--- config.mk ---
export PLATFORM = sky130hd
export DESIGN_NAME = fhkv_ctrl
export DESIGN_NICKNAME = d
export VERILOG_FILES = /design/src/sv/fhkv_pkg.sv /design/src/sv/fhkv_ctrl.sv
export SDC_FILE = /design/constraint.sdc
export NUM_CORES = 1
export LEC_CHECK = 0
export BUFFER_PORTS_ARGS = -buffer_cell sky130_fd_sc_hd__buf_2
export CAP_MARGIN = 20
export CORE_MARGIN = 2
export CORE_UTILIZATION = 45
export CTS_BUF_LIST = sky130_fd_sc_hd__clkbuf_4
export DETAILED_ROUTE_END_ITERATION = 7
export GPL_TIMING_DRIVEN = 0
export PLACE_DENSITY = 0.84
export SETUP_SLACK_MARGIN = 0.05
export SYNTH_ARGS = -nofsm -noshare
export SYNTH_HDL_FRONTEND = slang
export SYNTH_SLANG_ARGS = --single-unit
export TNS_END_PERCENT = 30
--- constraint.sdc ---
create_clock -name clk -period 1.41 [get_ports clk]
set_input_delay 0.141 -clock clk [delete_from_list [all_inputs] [get_ports clk]]
set_output_delay 0.141 -clock clk [all_outputs]
set_load 0.005 [all_outputs]
--- src/sv/fhkv_pkg.sv ---
// ----------------------------------------------------------------------------
// fhkv_pkg
// Shared constants, codes and controller/datapath interface types.
// ----------------------------------------------------------------------------
package fhkv_pkg;

	localparam int CAPACITY_DEF      = 1024;
	localparam int PROBE_SPAN_DEF    = 8;
	localparam int MAX_KEY_BYTES_DEF = 8;

	localparam logic [63:0] FNV_BASIS   = 64'hcbf29ce484222325;
	localparam logic [8:0]  FNV_PRIME_LO = 9'h1b3;
	localparam int          FNV_PRIME_SH = 40;

	localparam logic [1:0] OP_GET = 2'd0;
	localparam logic [1:0] OP_PUT = 2'd1;
	localparam logic [1:0] OP_DEL = 2'd2;

	localparam logic [1:0] ST_OK        = 2'd0;
	localparam logic [1:0] ST_NOT_FOUND = 2'd1;
	localparam logic [1:0] ST_EXISTS    = 2'd2;
	localparam logic [1:0] ST_FULL      = 2'd3;

	typedef struct packed {
		logic       clr_step;
		logic       load;
		logic       hash_step;
		logic [2:0] byte_sel;
		logic       mod_step;
		logic [3:0] nib_sel;
		logic       probe_init;
		logic       rd;
		logic       advance;
		logic       wr_ins;
		logic       wr_del;
		logic       set_res;
		logic [1:0] res_status;
		logic       res_keep_val;
	} cmd_t;

	typedef struct packed {
		logic       clr_last;
		logic       slot_valid;
		logic       match;
		logic [1:0] op;
		logic [3:0] len;
	} sts_t;

endpackage

--- src/sv/fhkv_ctrl.sv ---
// ----------------------------------------------------------------------------
// fhkv_ctrl
// Sequencer: memory clear, hash steps, remainder steps and slot probes.
// ----------------------------------------------------------------------------
module fhkv_ctrl #(
	parameter int PROBE_SPAN = fhkv_pkg::PROBE_SPAN_DEF
) (
	input  logic           clk,
	input  logic           arst_n,
	input  logic           start,
	output logic           busy,
	input  fhkv_pkg::sts_t sts,
	output fhkv_pkg::cmd_t cmd
);

	localparam int PW = $clog2(PROBE_SPAN + 1);
	localparam logic [PW-1:0] P_LAST = PW'(PROBE_SPAN - 1);

	localparam logic [2:0] S_CLEAR = 3'd0;
	localparam logic [2:0] S_IDLE  = 3'd1;
	localparam logic [2:0] S_HASH  = 3'd2;
	localparam logic [2:0] S_MOD   = 3'd3;
	localparam logic [2:0] S_PINIT = 3'd4;
	localparam logic [2:0] S_RD    = 3'd5;
	localparam logic [2:0] S_CMP   = 3'd6;

	logic [2:0]    state_q, state_d;
	logic [3:0]    cnt_q, cnt_d;
	logic [PW-1:0] pcnt_q, pcnt_d;

	always_comb begin
		state_d = state_q;
		cnt_d   = cnt_q;
		pcnt_d  = pcnt_q;
		cmd     = '0;
		cmd.byte_sel = cnt_q[2:0];
		cmd.nib_sel  = 4'd15 - cnt_q;
		busy    = 1'b1;
		case (state_q)
			S_CLEAR: begin
				cmd.clr_step = 1'b1;
				if (sts.clr_last) begin
					state_d = S_IDLE;
				end
			end
			S_IDLE: begin
				busy = 1'b0;
				if (start) begin
					cmd.load = 1'b1;
					cnt_d    = '0;
					state_d  = S_HASH;
				end
			end
			S_HASH: begin
				if (cnt_q == sts.len) begin
					cnt_d   = '0;
					state_d = S_MOD;
				end else begin
					cmd.hash_step = 1'b1;
					cnt_d = cnt_q + 1'b1;
				end
			end
			S_MOD: begin
				cmd.mod_step = 1'b1;
				cnt_d = cnt_q + 1'b1;
				if (cnt_q == 4'd15) begin
					state_d = S_PINIT;
				end
			end
			S_PINIT: begin
				cmd.probe_init = 1'b1;
				pcnt_d  = '0;
				state_d = S_RD;
			end
			S_RD: begin
				cmd.rd  = 1'b1;
				state_d = S_CMP;
			end
			S_CMP: begin
				state_d = S_IDLE;
				cmd.set_res = 1'b1;
				if (sts.op == fhkv_pkg::OP_PUT) begin
					if (!sts.slot_valid) begin
						cmd.wr_ins     = 1'b1;
						cmd.res_status = fhkv_pkg::ST_OK;
					end else if (sts.match) begin
						cmd.res_status   = fhkv_pkg::ST_EXISTS;
						cmd.res_keep_val = 1'b1;
					end else if (pcnt_q == P_LAST) begin
						cmd.res_status = fhkv_pkg::ST_FULL;
					end else begin
						cmd.set_res = 1'b0;
						cmd.advance = 1'b1;
						pcnt_d  = pcnt_q + 1'b1;
						state_d = S_RD;
					end
				end else if (sts.op inside {fhkv_pkg::OP_GET, fhkv_pkg::OP_DEL}) begin
					if (sts.match) begin
						cmd.wr_del       = (sts.op == fhkv_pkg::OP_DEL);
						cmd.res_status   = fhkv_pkg::ST_OK;
						cmd.res_keep_val = 1'b1;
					end else if (pcnt_q == P_LAST) begin
						cmd.res_status = fhkv_pkg::ST_NOT_FOUND;
					end else begin
						cmd.set_res = 1'b0;
						cmd.advance = 1'b1;
						pcnt_d  = pcnt_q + 1'b1;
						state_d = S_RD;
					end
				end else begin
					cmd.res_status = fhkv_pkg::ST_NOT_FOUND;
				end
			end
			default: begin
				state_d = S_IDLE;
			end
		endcase
	end

	always_ff @(posedge clk or negedge arst_n) begin
		if (!arst_n) begin
			state_q <= S_CLEAR;
			cnt_q   <= '0;
			pcnt_q  <= '0;
		end else begin
			state_q <= state_d;
			cnt_q   <= cnt_d;
			pcnt_q  <= pcnt_d;
		end
	end

endmodule

==> reports/metrics.json, run 1 <==
{
  "clock_tree": {
    "numCtsBuffers": 3,
    "clk_pin_slew_ps": 80,
    "tritoncts": "built",
    "clock-root-buffer": "clkbuf_4",
    "cts_sinks": 11,
    "clock_insertion_delay_worst_skew_ps": 270,
    "clk_path_buf_depth": 2,
    "cts_max_level": 1
  },
  "drt": {
    "drtIter0Drc": 24,
    "vias_per_cell": 5.38,
    "finalWirelength_um": 2760,
    "via_count": 969,
    "postRouteAntennaNets": 0,
    "detail_route.wl_per_cell_um": 15.3,
    "drc": 0,
    "drt_pass1_iterations": 5
  },
  "sta": {
    "worst_clock_skew_ps": 0.815,
    "fin_worst_hold_slack_ps": 269,
    "post-route-min-period_ps": 1640,
    "final.period_utilization_pct": 116,
    "rsz_0062_raised_after_global_routing": "true",
    "final_max_slew_viol_count": 0,
    "timing.final.hold_violations": 0,
    "timing.final.setup_violations": 18,
    "postLayoutSetupSlackWorst_ps": -226,
    "fmax_mhz": 611,
    "worst_slew_margin_rel_pct": 81.5,
    "worst_pin_slew_ps": 276,
    "fin_setup_tns_ps": -2470
  },
  "run_status": {
    "failed_checks": "negative setup slack",
    "outcome": "complete, but fails checks"
  },
  "synthesis": {
    "yosysWarningCount": 0,
    "synthesis.instances": 101,
    "syn-num-nets": 115,
    "synth_area_leaders": "dfrtp_1 (31%), nand2_1 (4.7%), nor2b_1 (4.3%)",
    "seq_area_frac_synth_pct": 31.2,
    "synth-seq-cells": 11,
    "synth.avg_cell_area_sq_um": 8.73,
    "total_standard_cell_area_after_synthesis_sq_um": 882,
    "async_flop_share_pct": 100,
    "netlist.top_cell.by_area": "dfrtp_1",
    "number_of_distinct_library_cells_after_synthesis": 38,
    "synth_edf_count": 0,
    "post-synth-top-area-fraction_pct": 31.2,
    "post_synth_most_frequent_cells": "dfrtp_1 (11), nand2_1 (11), inv_1 (9)",
    "synth_flop_cell": "dfrtp_1"
  },
  "die": {
    "initial_core_util_pct": 46.4,
    "die_width_um": 48.3,
    "coreArea_sq_mm": 0.00190,
    "floorplan.rows": 16,
    "io_pins": 33,
    "die_area_sq_mm": 0.00233,
    "fp.dieH_um": 48.3
  },
  "flow_run": {
    "max-cap-violations": 0
  },
  "critical_path": {
    "worst-path-max-fanout": 3,
    "cp-end-kind": "output pin",
    "crit_type": "flop to output pin",
    "worst_path_max_delay_cell": "dfrtp_1",
    "maximum_cell_stage_delay_along_the_critical_path_ps": 350,
    "crit_required_ps": 1270,
    "crit_path_cell_trace": "buf_6, nor2b_4, nand2_4, nor3b_2, nor2b_1, buf_2",
    "critPathLaunchType": "flop",
    "cp.arrival_ps": 1490
  },
  "worst_hold_path": {
    "hold_path_class": "input port to asynchronous set/reset pin"
  },
  "pwr": {
    "total_leakage_power_nw": 0.697,
    "ir_worst_vdd_uv": 1240,
    "p_per_area_mw_per_mm2": 1570
  },
  "global_route": {
    "pin_count_of_the_biggest_net_entering_global_routing": 12,
    "first_global_vias": 821,
    "initial_antenna_violation_count": 0,
    "track_usage_pct": 23.1,
    "global_route.overflow_total": 0,
    "grt_pass1_wl_um": 3740
  },
  "finish": {
    "final_design_area_no_fill_sq_mm": 0.00141,
    "nFillCells": 141,
    "area.growth.synth_to_final_pct": 59.7,
    "final_layout_size_suffix_gt1_share_pct": 62.7,
    "ff_latch_area_sq_um": 283,
    "multi_input_area_sq_um": 663,
    "finish.net_count": 168,
    "layout.cells.non_filler": 180,
    "utilization_pct": 74.1,
    "antenna-diode-count": 0
  },
  "placement": {
    "placed_cell_area_sq_mm": 0.00109,
    "cell_count_after_placement": 160,
    "post-dp-hpwl_um": 1600,
    "io_buffer_count": 32,
    "gpl.final_weighted_congestion": 0.834
  }
}
[path summary, 6_finish.rpt]
check                      depth (start not counted)  slack (ps)                     end              startpoint
min                                                2         270   pcnt_q[3]$_DFFE_PN0P_                  arst_n
min in group clk                                   3         290  state_q[0]$_DFFE_PN0P_                  sts[8]
max                                                6        -230                  cmd[5]  state_q[2]$_DFFE_PN0P_
max in group asynchronous                          2         920   pcnt_q[0]$_DFFE_PN0P_                  arst_n
min reg2reg                                        1         630   pcnt_q[2]$_DFFE_PN0P_   pcnt_q[2]$_DFFE_PN0P_
max reg2reg                                        5        -220    cnt_q[2]$_DFFE_PN0P_    cnt_q[0]$_DFFE_PN0P_
[layout by cell type (no fill, tap or decap), types with 3 or more instances in the layout]
cell | netlist | layout
nor2_1 | 7 | 6
nand2_1 | 11 | 8
dfrtp_1 | 11 | 5
buf_6 | 0 | 6
buf_2 | 2 | 31
nor2b_4 | 0 | 3
nor2b_1 | 6 | 3
inv_1 | 9 | 7
buf_4 | 3 | 15
clkbuf_4 | 0 | 4
xor2_1 | 4 | 3
dfrtp_2 | 0 | 6
a21oi_1 | 5 | 3
[metal layers]
metal  part of all wire, %  vias up  global-route usage [%]
met3                   6.2        4                    5.56
met2                    52       47                    42.4
met1                    41      454                    28.3
li1                      -      464                       -
met5                     0        -                       0
met4                   1.3        0                    1.62
[flip-flops by register name (all words and copies together), names as in the netlist]
name,flops
pcnt_q,4
state_q,3
cnt_q,4
[where the power goes]
| group | total, W | internal [W] | leakage (nW) | switching [W] |
|---|---|---|---|---|
| Combinational | 0.00142 | 0.000739 | 0.565 | 0.000686 |
| Sequential | 0.000545 | 0.000421 | 0.114 | 0.000124 |
| Clock | 0.000243 | 0.000129 | 0.0184 | 0.000114 |
[timing repair]
item | 4_1_cts | 5_1_grt
hold endpoints to repair | 11 | 0
pin swaps | 9 | 7
gates resized for setup | 35 | 14
hold buffers | 1 | 0
cloned | 0 | 0
buffers inserted | 13 | 2
setup endpoints to repair | 24 | 24
[area by class of cell]
cell class / count / share of cell area (%)
inverter: 9 / 2.75
buffer: 6 / 4.26
multi-input combinational: 75 / 47.1
timing repair buffer: 48 / 21.3
sequential: 11 / 20.1
tap: 27 / 2.40
clock buffer: 4 / 2.13
[kinds of logic after synthesis]
kind of cell,after synthesis,synth area share [%]
AOI/OAI and AO/OA,24,25.4
xor gates and xnor gates,4,3.97
adders and majority gates,2,2.84
buffers and inverters,15,7.94
DFF,11,31.2
muxes,1,1.28
and+or+nand+nor,44,27.4
[worst max-delay path, delay by kind of cell (launching register included)]
kind                   cells  cell delay, ps
and+or+nand+nor            4             640
buffers and inverters      2             240
DFF                        1             350
[metrics by stage]
stage	power (W)	worst slack, ps
2_1_floorplan	0.00125	-80.6
3_3_place_gp	0.00153	-197
3_5_place_dp	0.00158	-211
4_1_cts	0.00212	-203
5_1_grt	0.00235	-298
6_report	0.00221	-226
Power figures use the tool's default switching activity.
==> run 2, diff against run 1 <==
--- a/config.mk
+++ b/config.mk
@@ -6,8 +6,6 @@
 export NUM_CORES = 1
 export LEC_CHECK = 0
 export BUFFER_PORTS_ARGS = -buffer_cell sky130_fd_sc_hd__buf_2
-export CAP_MARGIN = 20
-export CORE_MARGIN = 2
 export CORE_UTILIZATION = 45
 export CTS_BUF_LIST = sky130_fd_sc_hd__clkbuf_4
 export DETAILED_ROUTE_END_ITERATION = 7
==> run 2 against run 1 <==
The run still ends with negative setup slack left. Cell count rose by 1.7%. Register-to-register slack got worse by 50 ps. Clock skew rose by 1.5 ps. Sequential share of layout area fell by 0.25 points. Worst setup slack got worse by 45 ps. Wire length fell by 4.3%. Worst hold slack got worse by 17 ps. Critical path type is now flop to flop.
==> reports/metrics.json, run 2 (synthesis results as in run 1) <==
{
  "run_status": {
    "outcome": "complete, but fails checks",
    "failed_checks": "negative setup slack"
  },
  "die": {
    "die_area_sq_mm": 0.00214,
    "fp.dieH_um": 46.3,
    "coreArea_sq_mm": 0.00178,
    "initial_core_util_pct": 49.5,
    "io_pins": 33,
    "floorplan.rows": 15,
    "die_width_um": 46.3
  },
  "finish": {
    "final_layout_size_suffix_gt1_share_pct": 61.4,
    "antenna-diode-count": 0,
    "registers_with_the_most_flip_flops": "cnt_q x4, pcnt_q x4, state_q x3",
    "finish.net_count": 173,
    "multi_input_area_sq_um": 651,
    "layout.cells.non_filler": 183,
    "layout_commonest_cell": "buf_2",
    "ff_latch_area_sq_um": 283,
    "final_cell_mix": "buf_2 (32), buf_4 (19), nand2_1 (9), inv_1 (7)",
    "area.growth.synth_to_final_pct": 61.7,
    "nFillCells": 118,
    "final_design_area_no_fill_sq_mm": 0.00143
  },
  "pwr": {
    "internal-power_w": 0.00134,
    "power_w": 0.00229,
    "total_leakage_power_nw": 0.721,
    "share_seq_of_total_power_pct": 22.5,
    "p_clk_share_pct": 10.5,
    "power.switching_w": 0.000953,
    "p_per_area_mw_per_mm2": 1610,
    "swShare_pct": 41.5,
    "ir_worst_vdd_uv": 1470,
    "share_comb_of_total_power_pct": 67.0
  },
  "critical_path": {
    "crit_required_ps": 1570,
    "worst_path_max_delay_cell": "dfrtp_2",
    "critPathLaunchType": "flop",
    "cp-end-kind": "flop",
    "worst-path-max-fanout": 4,
    "crit_path_cell_trace": "xor2_2, o41ai_4, buf_4, nand2_4, a221o_1",
    "maximum_cell_stage_delay_along_the_critical_path_ps": 430,
    "crit_type": "flop to flop",
    "cp.arrival_ps": 1840,
    "critPathTopFamily": "compound AO/OA/AOI/OAI gates",
    "worstPathBufferInverterCount": 1
  },
  "placement": {
    "placed_cell_area_sq_mm": 0.00109,
    "cell_count_after_placement": 158,
    "io_buffer_count": 32,
    "post-dp-hpwl_um": 1580,
    "gpl.final_weighted_congestion": 0.839
  },
  "drt": {
    "vias_per_cell": 5.52,
    "drc": 0,
    "detail_route.wl_per_cell_um": 14.4,
    "drtIter0Drc": 17,
    "finalWirelength_um": 2640,
    "postRouteAntennaNets": 0,
    "via_count": 1010,
    "drt_pass1_iterations": 4
  },
  "sta": {
    "worst_slew_margin_rel_pct": 78.0,
    "rsz_0062_raised_after_global_routing": "true",
    "fmax_mhz": 595,
    "timing.final.hold_violations": 0,
    "worst_pin_slew_ps": 329,
    "final.period_utilization_pct": 119,
    "final_max_slew_viol_count": 0,
    "timing.final.setup_violations": 17,
    "fin_worst_hold_slack_ps": 252,
    "post-route-min-period_ps": 1680,
    "worst_clock_skew_ps": 2.31,
    "postLayoutSetupSlackWorst_ps": -271,
    "fin_setup_tns_ps": -2350
  },
  "worst_hold_path": {
    "hold_path_class": "input port to flop"
  },
  "clock_tree": {
    "clk_path_buf_depth": 2,
    "clk_pin_slew_ps": 70,
    "cts_sinks": 11,
    "cts_max_level": 1,
    "numCtsBuffers": 3,
    "clock_insertion_delay_worst_skew_ps": 280,
    "tritoncts": "built",
    "clock-root-buffer": "clkbuf_4"
  },
  "global_route": {
    "grt_pass1_wl_um": 3870,
    "initial_antenna_violation_count": 0,
    "global_route.overflow_total": 0,
    "first_global_vias": 865,
    "track_usage_pct": 26.2,
    "pin_count_of_the_biggest_net_entering_global_routing": 12
  },
  "flow_run": {
    "max-cap-violations": 0
  }
}
-- run 2: final timing paths --
| kind | startpoint | end | slack, ps | cells past startpoint |
|---|---|---|---|---|
| min in group asynchronous | arst_n | cnt_q[0]$_DFFE_PN0P_ | 260 | 2 |
| setup reg to reg | cnt_q[3]$_DFFE_PN0P_ | cnt_q[2]$_DFFE_PN0P_ | -270 | 5 |
| setup / recovery | cnt_q[3]$_DFFE_PN0P_ | cnt_q[2]$_DFFE_PN0P_ | -270 | 5 |
| hold / removal | start | state_q[0]$_DFFE_PN0P_ | 250 | 4 |
| hold reg to reg | pcnt_q[3]$_DFFE_PN0P_ | pcnt_q[3]$_DFFE_PN0P_ | 600 | 2 |
| max in group asynchronous | arst_n | pcnt_q[2]$_DFFE_PN0P_ | 920 | 2 |
-- run 2: metal layers --
layer / vias to the layer above / track usage (%) / wire, um
met5: - / 0 / 0
met4: 0 / 7.65 / 35
met3: 6 / 5.88 / 120
met2: 38 / 44.8 / 1340
met1: 493 / 32.8 / 1140
li1: 473 / - / -
-- run 2: metrics by stage --
step | utilization (%) | setup WS, ps
2_1_floorplan | - | -80.6
3_3_place_gp | 60.9 | -197
3_5_place_dp | 60.9 | -216
4_1_cts | 74.6 | -288
5_1_grt | 80.0 | -307
6_report | 80.0 | -271
-- run 2: layout make-up --
cell class	count	share of cell area [%]
buffer	6	4.21
clock buffer	4	2.11
inverter	9	2.54
multi-input combinational	75	45.6
sequential	11	19.8
tap	25	2.19
timing repair buffer	53	23.5
-- run 2: worst min-delay path: cells and delay by family --
family | cells | cell delay, ps
AO/OA/AOI/OAI | 3 | 240
buffers and inverters | 1 | 100
-- run 2: what timing repair did --
action / in CTS / in global routing
pin swaps: 10 / 7
endpoints found under the hold margin: 11 / 0
endpoints found under the setup margin: 24 / 24
resized for setup: 30 / 14
hold buffers: 1 / 0
buffers inserted: 13 / 8
-- run 2: power by group through the flow --
stage	combinational (W)	sequential [W]	clock, W
floorplan	0.000738	0.000513	0
global placement	0.000987	0.000537	0
detailed placement	0.00103	0.000547	0
CTS	0.00133	0.000510	0.000246
global route	0.00165	0.000529	0.000267
finish	0.00154	0.000517	0.000241
